--- src/ard_pkg.sv ---
// Shared types, constants and character codes for the AT response deframer.
package ard_pkg;

  // Width of the HTTP length and byte counters.
  localparam int unsigned HttpLenBits = 24;
  // Width of the byte position field in a result.
  localparam int unsigned ByteIdxW    = 24;

  // Character codes that the framing logic looks for.
  localparam logic [7:0] CH_PLUS  = 8'h2B;
  localparam logic [7:0] CH_T     = 8'h54;
  localparam logic [7:0] CH_COLON = 8'h3A;
  localparam logic [7:0] CH_COMMA = 8'h2C;
  localparam logic [7:0] CH_FF    = 8'h0C;
  localparam logic [7:0] CH_D     = 8'h44;
  localparam logic [7:0] CH_R     = 8'h52;
  localparam logic [7:0] CH_V     = 8'h56;
  localparam logic [7:0] CH_I     = 8'h49;
  localparam logic [7:0] CH_TWO   = 8'h32;
  localparam logic [7:0] CH_C     = 8'h43;
  localparam logic [7:0] CH_ZERO  = 8'h30;
  localparam logic [7:0] CH_NINE  = 8'h39;

  // Input item commands.
  typedef enum logic [1:0] {
    CMD_BYTE     = 2'd0,
    CMD_ARM_I2C  = 2'd1,
    CMD_ARM_HTTP = 2'd2
  } cmd_t;

  // Result kinds.
  typedef enum logic [1:0] {
    KIND_I2C  = 2'd0,
    KIND_HTTP = 2'd1,
    KIND_ECHO = 2'd2
  } kind_t;

  // I2C response hunt phases; the eight match phases walk "DRVI2CRD".
  typedef enum logic [3:0] {
    I2C_DISCARD  = 4'd0,
    I2C_MATCH_D  = 4'd1,
    I2C_MATCH_R  = 4'd2,
    I2C_MATCH_V  = 4'd3,
    I2C_MATCH_I  = 4'd4,
    I2C_MATCH_2  = 4'd5,
    I2C_MATCH_C  = 4'd6,
    I2C_MATCH_R2 = 4'd7,
    I2C_MATCH_D2 = 4'd8,
    I2C_COLON    = 4'd9,
    I2C_DATA     = 4'd10
  } i2c_phase_t;

  // HTTP response phases.
  typedef enum logic [1:0] {
    HTTP_EMPTY = 2'd0,
    HTTP_COLON = 2'd1,
    HTTP_COMMA = 2'd2,
    HTTP_DATA  = 2'd3
  } http_phase_t;

  // One input item.
  typedef struct packed {
    logic [1:0] cmd;
    logic [7:0] data_byte;
    logic [7:0] i2c_length;
  } item_t;

  // One result item.
  typedef struct packed {
    kind_t                kind;
    logic [7:0]           out_byte;
    logic [ByteIdxW-1:0]  byte_index;
    logic                 last;
  } res_t;

  // Deframer state carried from item to item.
  typedef struct packed {
    logic [7:0]             prev_byte;
    logic                   i2c_pending;
    i2c_phase_t             i2c_phase;
    logic [7:0]             i2c_expected;
    logic [7:0]             i2c_count;
    logic                   http_pending;
    http_phase_t            http_phase;
    logic [HttpLenBits-1:0] http_length;
    logic                   http_digits_done;
    logic [HttpLenBits-1:0] http_count;
  } ard_state_t;

  // Character expected in a given match phase.
  function automatic logic [7:0] i2c_word_char(input i2c_phase_t ph);
    logic [7:0] c;
    case (ph)
      I2C_MATCH_D:  c = CH_D;
      I2C_MATCH_R:  c = CH_R;
      I2C_MATCH_V:  c = CH_V;
      I2C_MATCH_I:  c = CH_I;
      I2C_MATCH_2:  c = CH_TWO;
      I2C_MATCH_C:  c = CH_C;
      I2C_MATCH_R2: c = CH_R;
      I2C_MATCH_D2: c = CH_D;
      default:      c = 8'h00;
    endcase
    return c;
  endfunction

endpackage

--- src/at_response_deframer_core.sv ---
// Top level of the AT response deframer: handshakes, item and result registers.
//
// The deframer takes one item per clock cycle while its results are taken. An
// input transfer loads the item register, and the item's result moves into the
// result register once that register is empty or being drained. Modem bytes are
// echoed, dropped or streamed out as I2C or HTTP data depending on the armed
// query, at most one result per item. in_tready is high while the item register
// is empty or its item moves on in the same cycle, which it does whenever the
// result register is empty or being drained, so a waiting result blocks the
// input only once an item is also held. The echo enable register is written
// through the cfg port, which is always ready, and should only be changed while
// no items are in flight.
module at_response_deframer_core (
  input  logic        clk,
  input  logic        rst_n,
  // Configuration write channel.
  input  logic        cfg_valid,
  output logic        cfg_ready,
  input  logic        cfg_data,      // echo_enable
  // Input stream.
  input  logic        in_tvalid,
  output logic        in_tready,
  input  logic [15:0] in_tdata,      // [7:0] data_byte, [15:8] i2c_length
  input  logic [1:0]  in_tuser,      // [1:0] cmd
  // Result stream.
  output logic        out_tvalid,
  input  logic        out_tready,
  output logic [31:0] out_tdata,     // [7:0] out_byte, [31:8] byte_index
  output logic [1:0]  out_tuser,     // [1:0] kind
  output logic        out_tlast      // last
);

  logic                item_valid_r;
  ard_pkg::item_t      item_r;
  logic                res_valid_r;
  ard_pkg::res_t       res_r;
  ard_pkg::ard_state_t state_r;
  ard_pkg::ard_state_t state_nxt;
  logic                echo_en_r;
  logic                step_valid;
  ard_pkg::res_t       step_res;
  logic                advance;

  // The held item moves on when the result register can take its result.
  assign advance   = item_valid_r && (!res_valid_r || out_tready);
  assign in_tready = !item_valid_r || advance;
  assign cfg_ready = 1'b1;

  // Configuration register.
  always_ff @(posedge clk) begin
    if (!rst_n) begin
      echo_en_r <= 1'b0;
    end else if (cfg_valid && cfg_ready) begin
      echo_en_r <= cfg_data;
    end
  end

  // Item register.
  always_ff @(posedge clk) begin
    if (!rst_n) begin
      item_valid_r <= 1'b0;
    end else if (in_tvalid && in_tready) begin
      item_valid_r <= 1'b1;
    end else if (advance) begin
      item_valid_r <= 1'b0;
    end
  end

  always_ff @(posedge clk) begin
    if (in_tvalid && in_tready) begin
      item_r <= '{cmd: in_tuser, data_byte: in_tdata[7:0], i2c_length: in_tdata[15:8]};
    end
  end

  ard_step u_step (
    .st        (state_r),
    .item      (item_r),
    .echo_en   (echo_en_r),
    .nxt       (state_nxt),
    .res_valid (step_valid),
    .res       (step_res)
  );

  // Deframer state and result valid.
  always_ff @(posedge clk) begin
    if (!rst_n) begin
      state_r     <= '0;
      res_valid_r <= 1'b0;
    end else if (advance) begin
      state_r     <= state_nxt;
      res_valid_r <= step_valid;
    end else if (out_tready) begin
      res_valid_r <= 1'b0;
    end
  end

  // Result payload.
  always_ff @(posedge clk) begin
    if (advance && step_valid) begin
      res_r <= step_res;
    end
  end

  assign out_tvalid = res_valid_r;
  assign out_tdata  = {res_r.byte_index, res_r.out_byte};
  assign out_tuser  = res_r.kind;
  assign out_tlast  = res_r.last;

endmodule

--- src/ard_step.sv ---
// Next-state and result logic for one deframer item.
module ard_step (
  input  ard_pkg::ard_state_t st,
  input  ard_pkg::item_t      item,
  input  logic                echo_en,
  output ard_pkg::ard_state_t nxt,
  output logic                res_valid,
  output ard_pkg::res_t       res
);

  localparam int unsigned SumW = ard_pkg::HttpLenBits + 4;
  localparam logic [ard_pkg::HttpLenBits-1:0] LenMax = '1;

  always_comb begin
    logic                            echo;
    logic [7:0]                      b;
    logic [7:0]                      i2c_cnt1;
    logic [ard_pkg::HttpLenBits-1:0] http_cnt1;
    logic [SumW-1:0]                 sum;
    logic                            fin;

    nxt       = st;
    res_valid = 1'b0;
    echo      = 1'b0;
    b         = item.data_byte;
    i2c_cnt1  = st.i2c_count + 8'd1;
    http_cnt1 = st.http_count + ard_pkg::HttpLenBits'(1);
    fin       = 1'b0;
    // Length times ten plus the new digit, done as two shifted adds.
    sum = {1'b0, st.http_length, 3'b000} + {3'b000, st.http_length, 1'b0}
        + SumW'(b - ard_pkg::CH_ZERO);
    res = '{kind: ard_pkg::KIND_ECHO, out_byte: b, byte_index: '0, last: 1'b0};

    case (item.cmd)
      // Arming a query resets its own hunt and counters.
      ard_pkg::CMD_ARM_I2C: begin
        nxt.i2c_pending  = 1'b1;
        nxt.i2c_phase    = ard_pkg::I2C_DISCARD;
        nxt.i2c_expected = item.i2c_length;
        nxt.i2c_count    = 8'd0;
      end
      ard_pkg::CMD_ARM_HTTP: begin
        nxt.http_pending     = 1'b1;
        nxt.http_phase       = ard_pkg::HTTP_EMPTY;
        nxt.http_length      = '0;
        nxt.http_digits_done = 1'b0;
        nxt.http_count       = '0;
      end
      ard_pkg::CMD_BYTE: begin
        nxt.prev_byte = b;
        if (st.i2c_pending) begin
          // The I2C query owns the byte stream while it is pending.
          case (st.i2c_phase) inside
            ard_pkg::I2C_DATA: begin
              fin           = (i2c_cnt1 == st.i2c_expected);
              nxt.i2c_count = i2c_cnt1;
              if (fin) begin
                nxt.i2c_pending = 1'b0;
                nxt.i2c_phase   = ard_pkg::I2C_DISCARD;
              end
              res_valid = 1'b1;
              res = '{kind: ard_pkg::KIND_I2C, out_byte: b,
                      byte_index: ard_pkg::ByteIdxW'(st.i2c_count), last: fin};
            end
            ard_pkg::I2C_COLON: begin
              if (b == ard_pkg::CH_COLON) begin
                nxt.i2c_count = 8'd0;
                nxt.i2c_phase = ard_pkg::I2C_DATA;
              end else begin
                nxt.i2c_phase = ard_pkg::I2C_DISCARD;
                echo          = 1'b1;
              end
            end
            [ard_pkg::I2C_MATCH_D:ard_pkg::I2C_MATCH_D2]: begin
              if (b == ard_pkg::i2c_word_char(st.i2c_phase)) begin
                nxt.i2c_phase = ard_pkg::i2c_phase_t'(st.i2c_phase + 4'd1);
                // The 'R' right after the 'D' is passed on as echo.
                echo = (st.i2c_phase == ard_pkg::I2C_MATCH_R);
              end else begin
                nxt.i2c_phase = ard_pkg::I2C_DISCARD;
                echo          = 1'b1;
              end
            end
            default: begin
              // Discard phase: a '+' not preceded by 'T' opens the hunt.
              if (b == ard_pkg::CH_PLUS && st.prev_byte != ard_pkg::CH_T) begin
                nxt.i2c_phase = ard_pkg::I2C_MATCH_D;
              end else begin
                nxt.i2c_phase = ard_pkg::I2C_DISCARD;
                echo          = 1'b1;
              end
            end
          endcase
        end else if (st.http_pending) begin
          case (st.http_phase)
            ard_pkg::HTTP_EMPTY: begin
              if (b == ard_pkg::CH_PLUS && st.prev_byte != ard_pkg::CH_T) begin
                nxt.http_phase = ard_pkg::HTTP_COLON;
              end else begin
                echo = 1'b1;
              end
            end
            ard_pkg::HTTP_COLON: begin
              if (b == ard_pkg::CH_COLON) begin
                nxt.http_phase = ard_pkg::HTTP_COMMA;
              end
            end
            ard_pkg::HTTP_COMMA: begin
              if (b == ard_pkg::CH_COMMA) begin
                if (st.http_length == '0) begin
                  // An empty body ends the query at the comma.
                  nxt.http_pending     = 1'b0;
                  nxt.http_phase       = ard_pkg::HTTP_EMPTY;
                  nxt.http_digits_done = 1'b0;
                  nxt.http_count       = '0;
                end else begin
                  nxt.http_phase = ard_pkg::HTTP_DATA;
                  nxt.http_count = '0;
                end
              end else if (!st.http_digits_done &&
                           b inside {[ard_pkg::CH_ZERO:ard_pkg::CH_NINE]}) begin
                // Saturate the length at the counter's full scale.
                if (sum > SumW'(LenMax)) begin
                  nxt.http_length = LenMax;
                end else begin
                  nxt.http_length = sum[ard_pkg::HttpLenBits-1:0];
                end
              end else begin
                nxt.http_digits_done = 1'b1;
              end
            end
            default: begin
              fin            = (http_cnt1 == st.http_length);
              nxt.http_count = http_cnt1;
              if (fin) begin
                nxt.http_pending     = 1'b0;
                nxt.http_phase       = ard_pkg::HTTP_EMPTY;
                nxt.http_length      = '0;
                nxt.http_digits_done = 1'b0;
                nxt.http_count       = '0;
              end
              res_valid = 1'b1;
              res = '{kind: ard_pkg::KIND_HTTP, out_byte: b,
                      byte_index: ard_pkg::ByteIdxW'(st.http_count), last: fin};
            end
          endcase
        end else begin
          // Idle: everything but a form feed is echo.
          echo = (b != ard_pkg::CH_FF);
        end
      end
      default: begin
        // Unused command code: no state change, no result.
      end
    endcase

    if (echo && echo_en) begin
      res_valid = 1'b1;
    end
  end

endmodule

--- config.mk ---
export PLATFORM = sky130hd
export DESIGN_NAME = at_response_deframer_core
export DESIGN_NICKNAME = d
export VERILOG_FILES = /design/src/ard_pkg.sv /design/src/at_response_deframer_core.sv /design/src/ard_step.sv
export SDC_FILE = /design/constraint.sdc
export NUM_CORES = 1
export LEC_CHECK = 0
export BUFFER_PORTS_ARGS = -buffer_cell sky130_fd_sc_hd__buf_2
export CELL_PAD_IN_SITES_DETAIL_PLACEMENT = 0
export CELL_PAD_IN_SITES_GLOBAL_PLACEMENT = 1
export CORE_UTILIZATION = 45
export DETAILED_ROUTE_END_ITERATION = 12
export GPL_ROUTABILITY_DRIVEN = 1
export GPL_TIMING_DRIVEN = 0
export MAX_ROUTING_LAYER = met4
export PLACE_DENSITY = 0.84
export SLEW_MARGIN = 20
export SYNTH_ARGS = -nofsm -noshare
export SYNTH_HDL_FRONTEND = slang
export SYNTH_SLANG_ARGS = --single-unit
--- constraint.sdc ---
create_clock -name clk -period 5.8 [get_ports clk]
set_clock_uncertainty 0.15 [all_clocks]
set_input_delay 0.29 -clock clk [delete_from_list [all_inputs] [get_ports clk]]
set_output_delay 0.29 -clock clk [all_outputs]
set_load 0.02 [all_outputs]
==> flow_metrics.tcl <==
set metrics [dict create \
    fin_ws_ns 0.3904 \
    remaining_global_route_overflow 0 \
    floorplan.core_area_mm2 0.02043 \
    synth_compound_gate_area_share 0.1873 \
    power.share.sequential 0.461 \
    cap_viol_max_count 0 \
    syn_inst 1034 \
    finish.net_count 1231 \
    routed_wire_length_per_instance_um 16.21 \
    most-common-layout-cells "91 x sky130_fd_sc_hd__nand2_1, 91 x sky130_fd_sc_hd__dfxtp_1, 72 x sky130_fd_sc_hd__buf_2" \
    detailroute.via_count 7932 \
    yosysTopAreaCell "sky130_fd_sc_hd__dfxtp_1" \
    timing.final.setup_violations 0 \
    startpoint_type_of_the_worst_setup_path "register" \
    insertion_delay_ns 0.42 \
    initial_core_util 0.4628 \
    areaGrowthSynthToFinish_pct 16.13 \
    yosysWarnings 0 \
    synth.area.mux_share 0.01601 \
    hold_path_class "in -> reg" \
    grt_setup_unrepaired "no" \
    antenna-diode-count 0 \
    fraction_of_layout_instances_using_a_drive_strength_above_1 0.1256 \
    synth_area_mm2 0.009454 \
    routed_via_density 5.570 \
    worst_setup_hold_path_clk_slew_ns 0.06 \
    io_pins 62 \
    crit_path_cell_trace "ha_1 -> or3_1 -> clkinvlp_4 -> buf_12 -> fa_1 -> ha_1 -> clkbuf_1 -> nand2_1 -> o21ai_0 -> or3_1 -> o31ai_1 -> o21a_1 -> or3_1 -> a311oi_4 -> buf_2 -> o21ai_0 -> a22o_1" \
    overall_routed_net_length_um 23080 \
    reg2reg_from "item_r[13]" \
    timing.critical_path.slowest_cell_delay_ns 0.54 \
    post_synth_fa_ha_maj_area_fraction 0.1056 \
    pwr_density_cell_mw_per_mm2 213.1 \
    tightestPinTransition_ns 1.031 \
    final.fill_count 1897 \
    synth_async_sr_flop_share 0 \
    floorplan.die.width_um 146.9 \
    synth_enable_flop_cells 53 \
    synthesis.area_per_instance_um2 9.143 \
    hpwlAfterDp_um 17490 \
    whs_path_depth 3 \
    leakage_nw 4.324 \
    antenna_left 0 \
    timing.hold.worst_endpoint "out_tvalid" \
    synth-seq-cells 144 \
    synth_seq_area_share 0.3610 \
    final_weighted_congestion_of_routability_driven_global_placement 0.8978 \
    grt_start_max_net_pins 19 \
    cts_tree "built" \
    fin_setup_tns_ns 0 \
    syn-num-nets 1124 \
    critical-path-top-delay-family "compound AO/OA/AOI/OAI gates" \
    most_area_consuming_cells_after_synthesis "sky130_fd_sc_hd__dfxtp_1 19%, sky130_fd_sc_hd__edfxtp_1 17%, sky130_fd_sc_hd__ha_1 5.7%" \
    clock_tree.buffer_depth 2 \
    cts_sinks 144 \
    power_switching_share 0.2539 \
    status "finished, final reports clean" \
    cp.required_ns 5.96 \
    worstSetupEndpointType "register" \
    buffer_ports.inserted 60 \
    power.ir.vdd_worst_v 0.0002126 \
    critPathMostFrequentCell "sky130_fd_sc_hd__or3_1" \
    path_buf_inv 4 \
    max_transition_viols_final 0 \
    synth_simple_gate_area_share 0.2266 \
    r2r_end "state_r[29]" \
    first_iter_violations 495 \
    arrival_time_at_the_worst_endpoint_ns 5.57 \
    grt_first_pass_wirelength_um 38780 \
    postSynth.topFlopCell "sky130_fd_sc_hd__dfxtp_1" \
    final_hold_viol_count 0 \
    first_global_vias 7584 \
    ff2ff_setup_slack_ns 0.39 \
    cts-htree-levels 4 \
    first_pass_iters 5 \
    hold_path_startpoint "out_tready" \
    dieArea_mm2 0.02159 \
    fmaxAchievable_ghz 0.1849 \
    dpl_worst_slack_ns -0.1369 \
    xor_xnor_fraction_of_synth_area 0.06485 \
    power_frac_comb 0.087 \
    antenna_found_initial 0 \
    cp_slowest_cell "sky130_fd_sc_hd__edfxtp_1" \
    drc_errors 0 \
    crit_path_max_fanout 13 \
    timing.final.crit_share 0.9327 \
    maxSlewHeadroom 0.3099 \
    placement_rows 52 \
    grtUsageTotal 0.2308 \
    number_of_buffers_created_by_cts 17 \
    power.share.clock 0.452 \
    synth.top_cell.area_share 0.1927 \
    synth_top_family_by_area "simple AND/OR/NAND/NOR gates" \
    psw_w 0.0005939 \
    cts_root_buffer "sky130_fd_sc_hd__clkbuf_16" \
    final_period_minus_worst_setup_slack_ns 5.410 \
    post_synth_num_cell_types 82 \
    reg2reg_depth 17 \
    worst-setup-path-type "reg -> reg" \
    floorplan.die.height_um 146.9 \
    power.internal_w 0.001746 \
]
-- registers in the layout (all words and copies together), names as in the netlist, named ones only --
register and count:
out_tlast 1, echo_en_r 1, out_tvalid 1, item_valid_r 1
out_tuser 2, item_r 18, state_r 81, out_tdata 32
-- worst register-to-register path, cell delays in order, from the launching register on --
cell	delay [ns]
sky130_fd_sc_hd__edfxtp_1	0.54
sky130_fd_sc_hd__ha_1	0.31
sky130_fd_sc_hd__or3_1	0.46
sky130_fd_sc_hd__clkinvlp_4	0.16
sky130_fd_sc_hd__buf_12	0.15
sky130_fd_sc_hd__fa_1	0.43
sky130_fd_sc_hd__ha_1	0.28
sky130_fd_sc_hd__clkbuf_1	0.27
sky130_fd_sc_hd__nand2_1	0.12
sky130_fd_sc_hd__o21ai_0	0.46
sky130_fd_sc_hd__or3_1	0.19
sky130_fd_sc_hd__o31ai_1	0.09
sky130_fd_sc_hd__o21a_1	0.24
sky130_fd_sc_hd__or3_1	0.43
sky130_fd_sc_hd__a311oi_4	0.42
sky130_fd_sc_hd__buf_2	0.28
sky130_fd_sc_hd__o21ai_0	0.12
sky130_fd_sc_hd__a22o_1	0.21
-- worst max-delay path by stage --
stage                     start       endpoint  slack (ns)  depth (start not counted)
floorplan            item_r[13]    state_r[29]        0.89                         16
global placement    state_r[68]  out_tdata[28]       -0.47                          9
detailed placement   item_r[13]    state_r[29]       -0.14                         16
CTS                  item_r[13]    state_r[29]        0.12                         16
global route         item_r[13]    state_r[29]         0.1                         16
finish               item_r[13]    state_r[29]        0.39                         17
-- stage by stage --
stage / cell area, um^2 / cells / total power [W] / util / hold slack [ns]
final: 10980 / 1424 / 0.002340 / 0.5374 / 0.07586
after global routing: 10980 / 1424 / 0.002433 / 0.5374 / 0.06902
after CTS: 10920 / 1421 / 0.002354 / 0.5346 / 0.05672
after detailed placement: 10130 / 1368 / 0.001282 / 0.4957 / 0.3104
after global placement: 10090 / 1364 / 0.001280 / 0.4940 / 0.3074
after floorplan: 9454 / 1034 / 0.001228 / - / 0.2389
-- timing repair --
| item | CTS | global route |
|---|---|---|
| cloned | 0 | 0 |
| endpoints found under the hold margin | 20 | 0 |
| resized for setup | 1 | 1 |
| setup buffers | 0 | 3 |
| setup endpoints to repair | 20 | 22 |
| hold buffers | 21 | 0 |
-- cell families (layout without fill, tap and decap cells) --
| group | after synthesis | count (layout) |
|---|---|---|
| simple gates | 395 | 395 |
| compound gates | 259 | 259 |
| flops | 144 | 144 |
| buf+inv | 84 | 204 |
| xor+xnor | 70 | 70 |
| fa+ha+maj | 66 | 66 |
| mux | 15 | 15 |
| other cells | 1 | 1 |
-- area by class of cell --
class                   count  area [um^2]  area share
well taps                 270        337.8     0.03077
repair buffers             88        575.6     0.05242
multi-input cells         806         5707      0.5198
plain buffers              51        237.7     0.02165
clock inverters            14        151.4     0.01379
clock buffers              18        429.2     0.03909
inverters                  33        127.6     0.01162
flip-flops and latches    144         3413      0.3109
-- synthesized netlist by cell type (15+ instances only) --
library cell and n:
sky130_fd_sc_hd__a21oi_1 69, sky130_fd_sc_hd__a22o_1 34, sky130_fd_sc_hd__and2_1 26, sky130_fd_sc_hd__and3_1 22
sky130_fd_sc_hd__clkbuf_1 29, sky130_fd_sc_hd__dfxtp_1 91, sky130_fd_sc_hd__edfxtp_1 53, sky130_fd_sc_hd__fa_1 23
sky130_fd_sc_hd__ha_1 43, sky130_fd_sc_hd__inv_1 32, sky130_fd_sc_hd__nand2_1 91, sky130_fd_sc_hd__nand3_1 50
sky130_fd_sc_hd__nand4_1 15, sky130_fd_sc_hd__nor2_1 65, sky130_fd_sc_hd__nor2b_1 17, sky130_fd_sc_hd__nor3_1 22
sky130_fd_sc_hd__nor4_1 16, sky130_fd_sc_hd__o21ai_0 44, sky130_fd_sc_hd__o31ai_1 15, sky130_fd_sc_hd__xnor2_1 36
sky130_fd_sc_hd__xor2_1 34
-- metal layers --
layer / GRT usage / up-vias / wire (um) / share of wire
li1: - / 4031 / - / -
met1: 0.3140 / 3709 / 11450 / 0.50
met2: 0.3566 / 169 / 10610 / 0.46
met3: 0.03012 / 23 / 708 / 0.031
met4: 0.07371 / 0 / 315 / 0.014
met5: - / - / 0 / 0
-- power groups by stage --
stage | clock, W | sequential (W) | combinational, W
after floorplan | 0 | 0.00110 | 0.000131
after global placement | 0 | 0.00110 | 0.000179
after detailed placement | 0 | 0.00110 | 0.000182
after CTS | 0.00108 | 0.00108 | 0.000195
after global routing | 0.00113 | 0.00108 | 0.000226
final | 0.00106 | 0.00108 | 0.000203
Power figures use the tool's default switching activity.
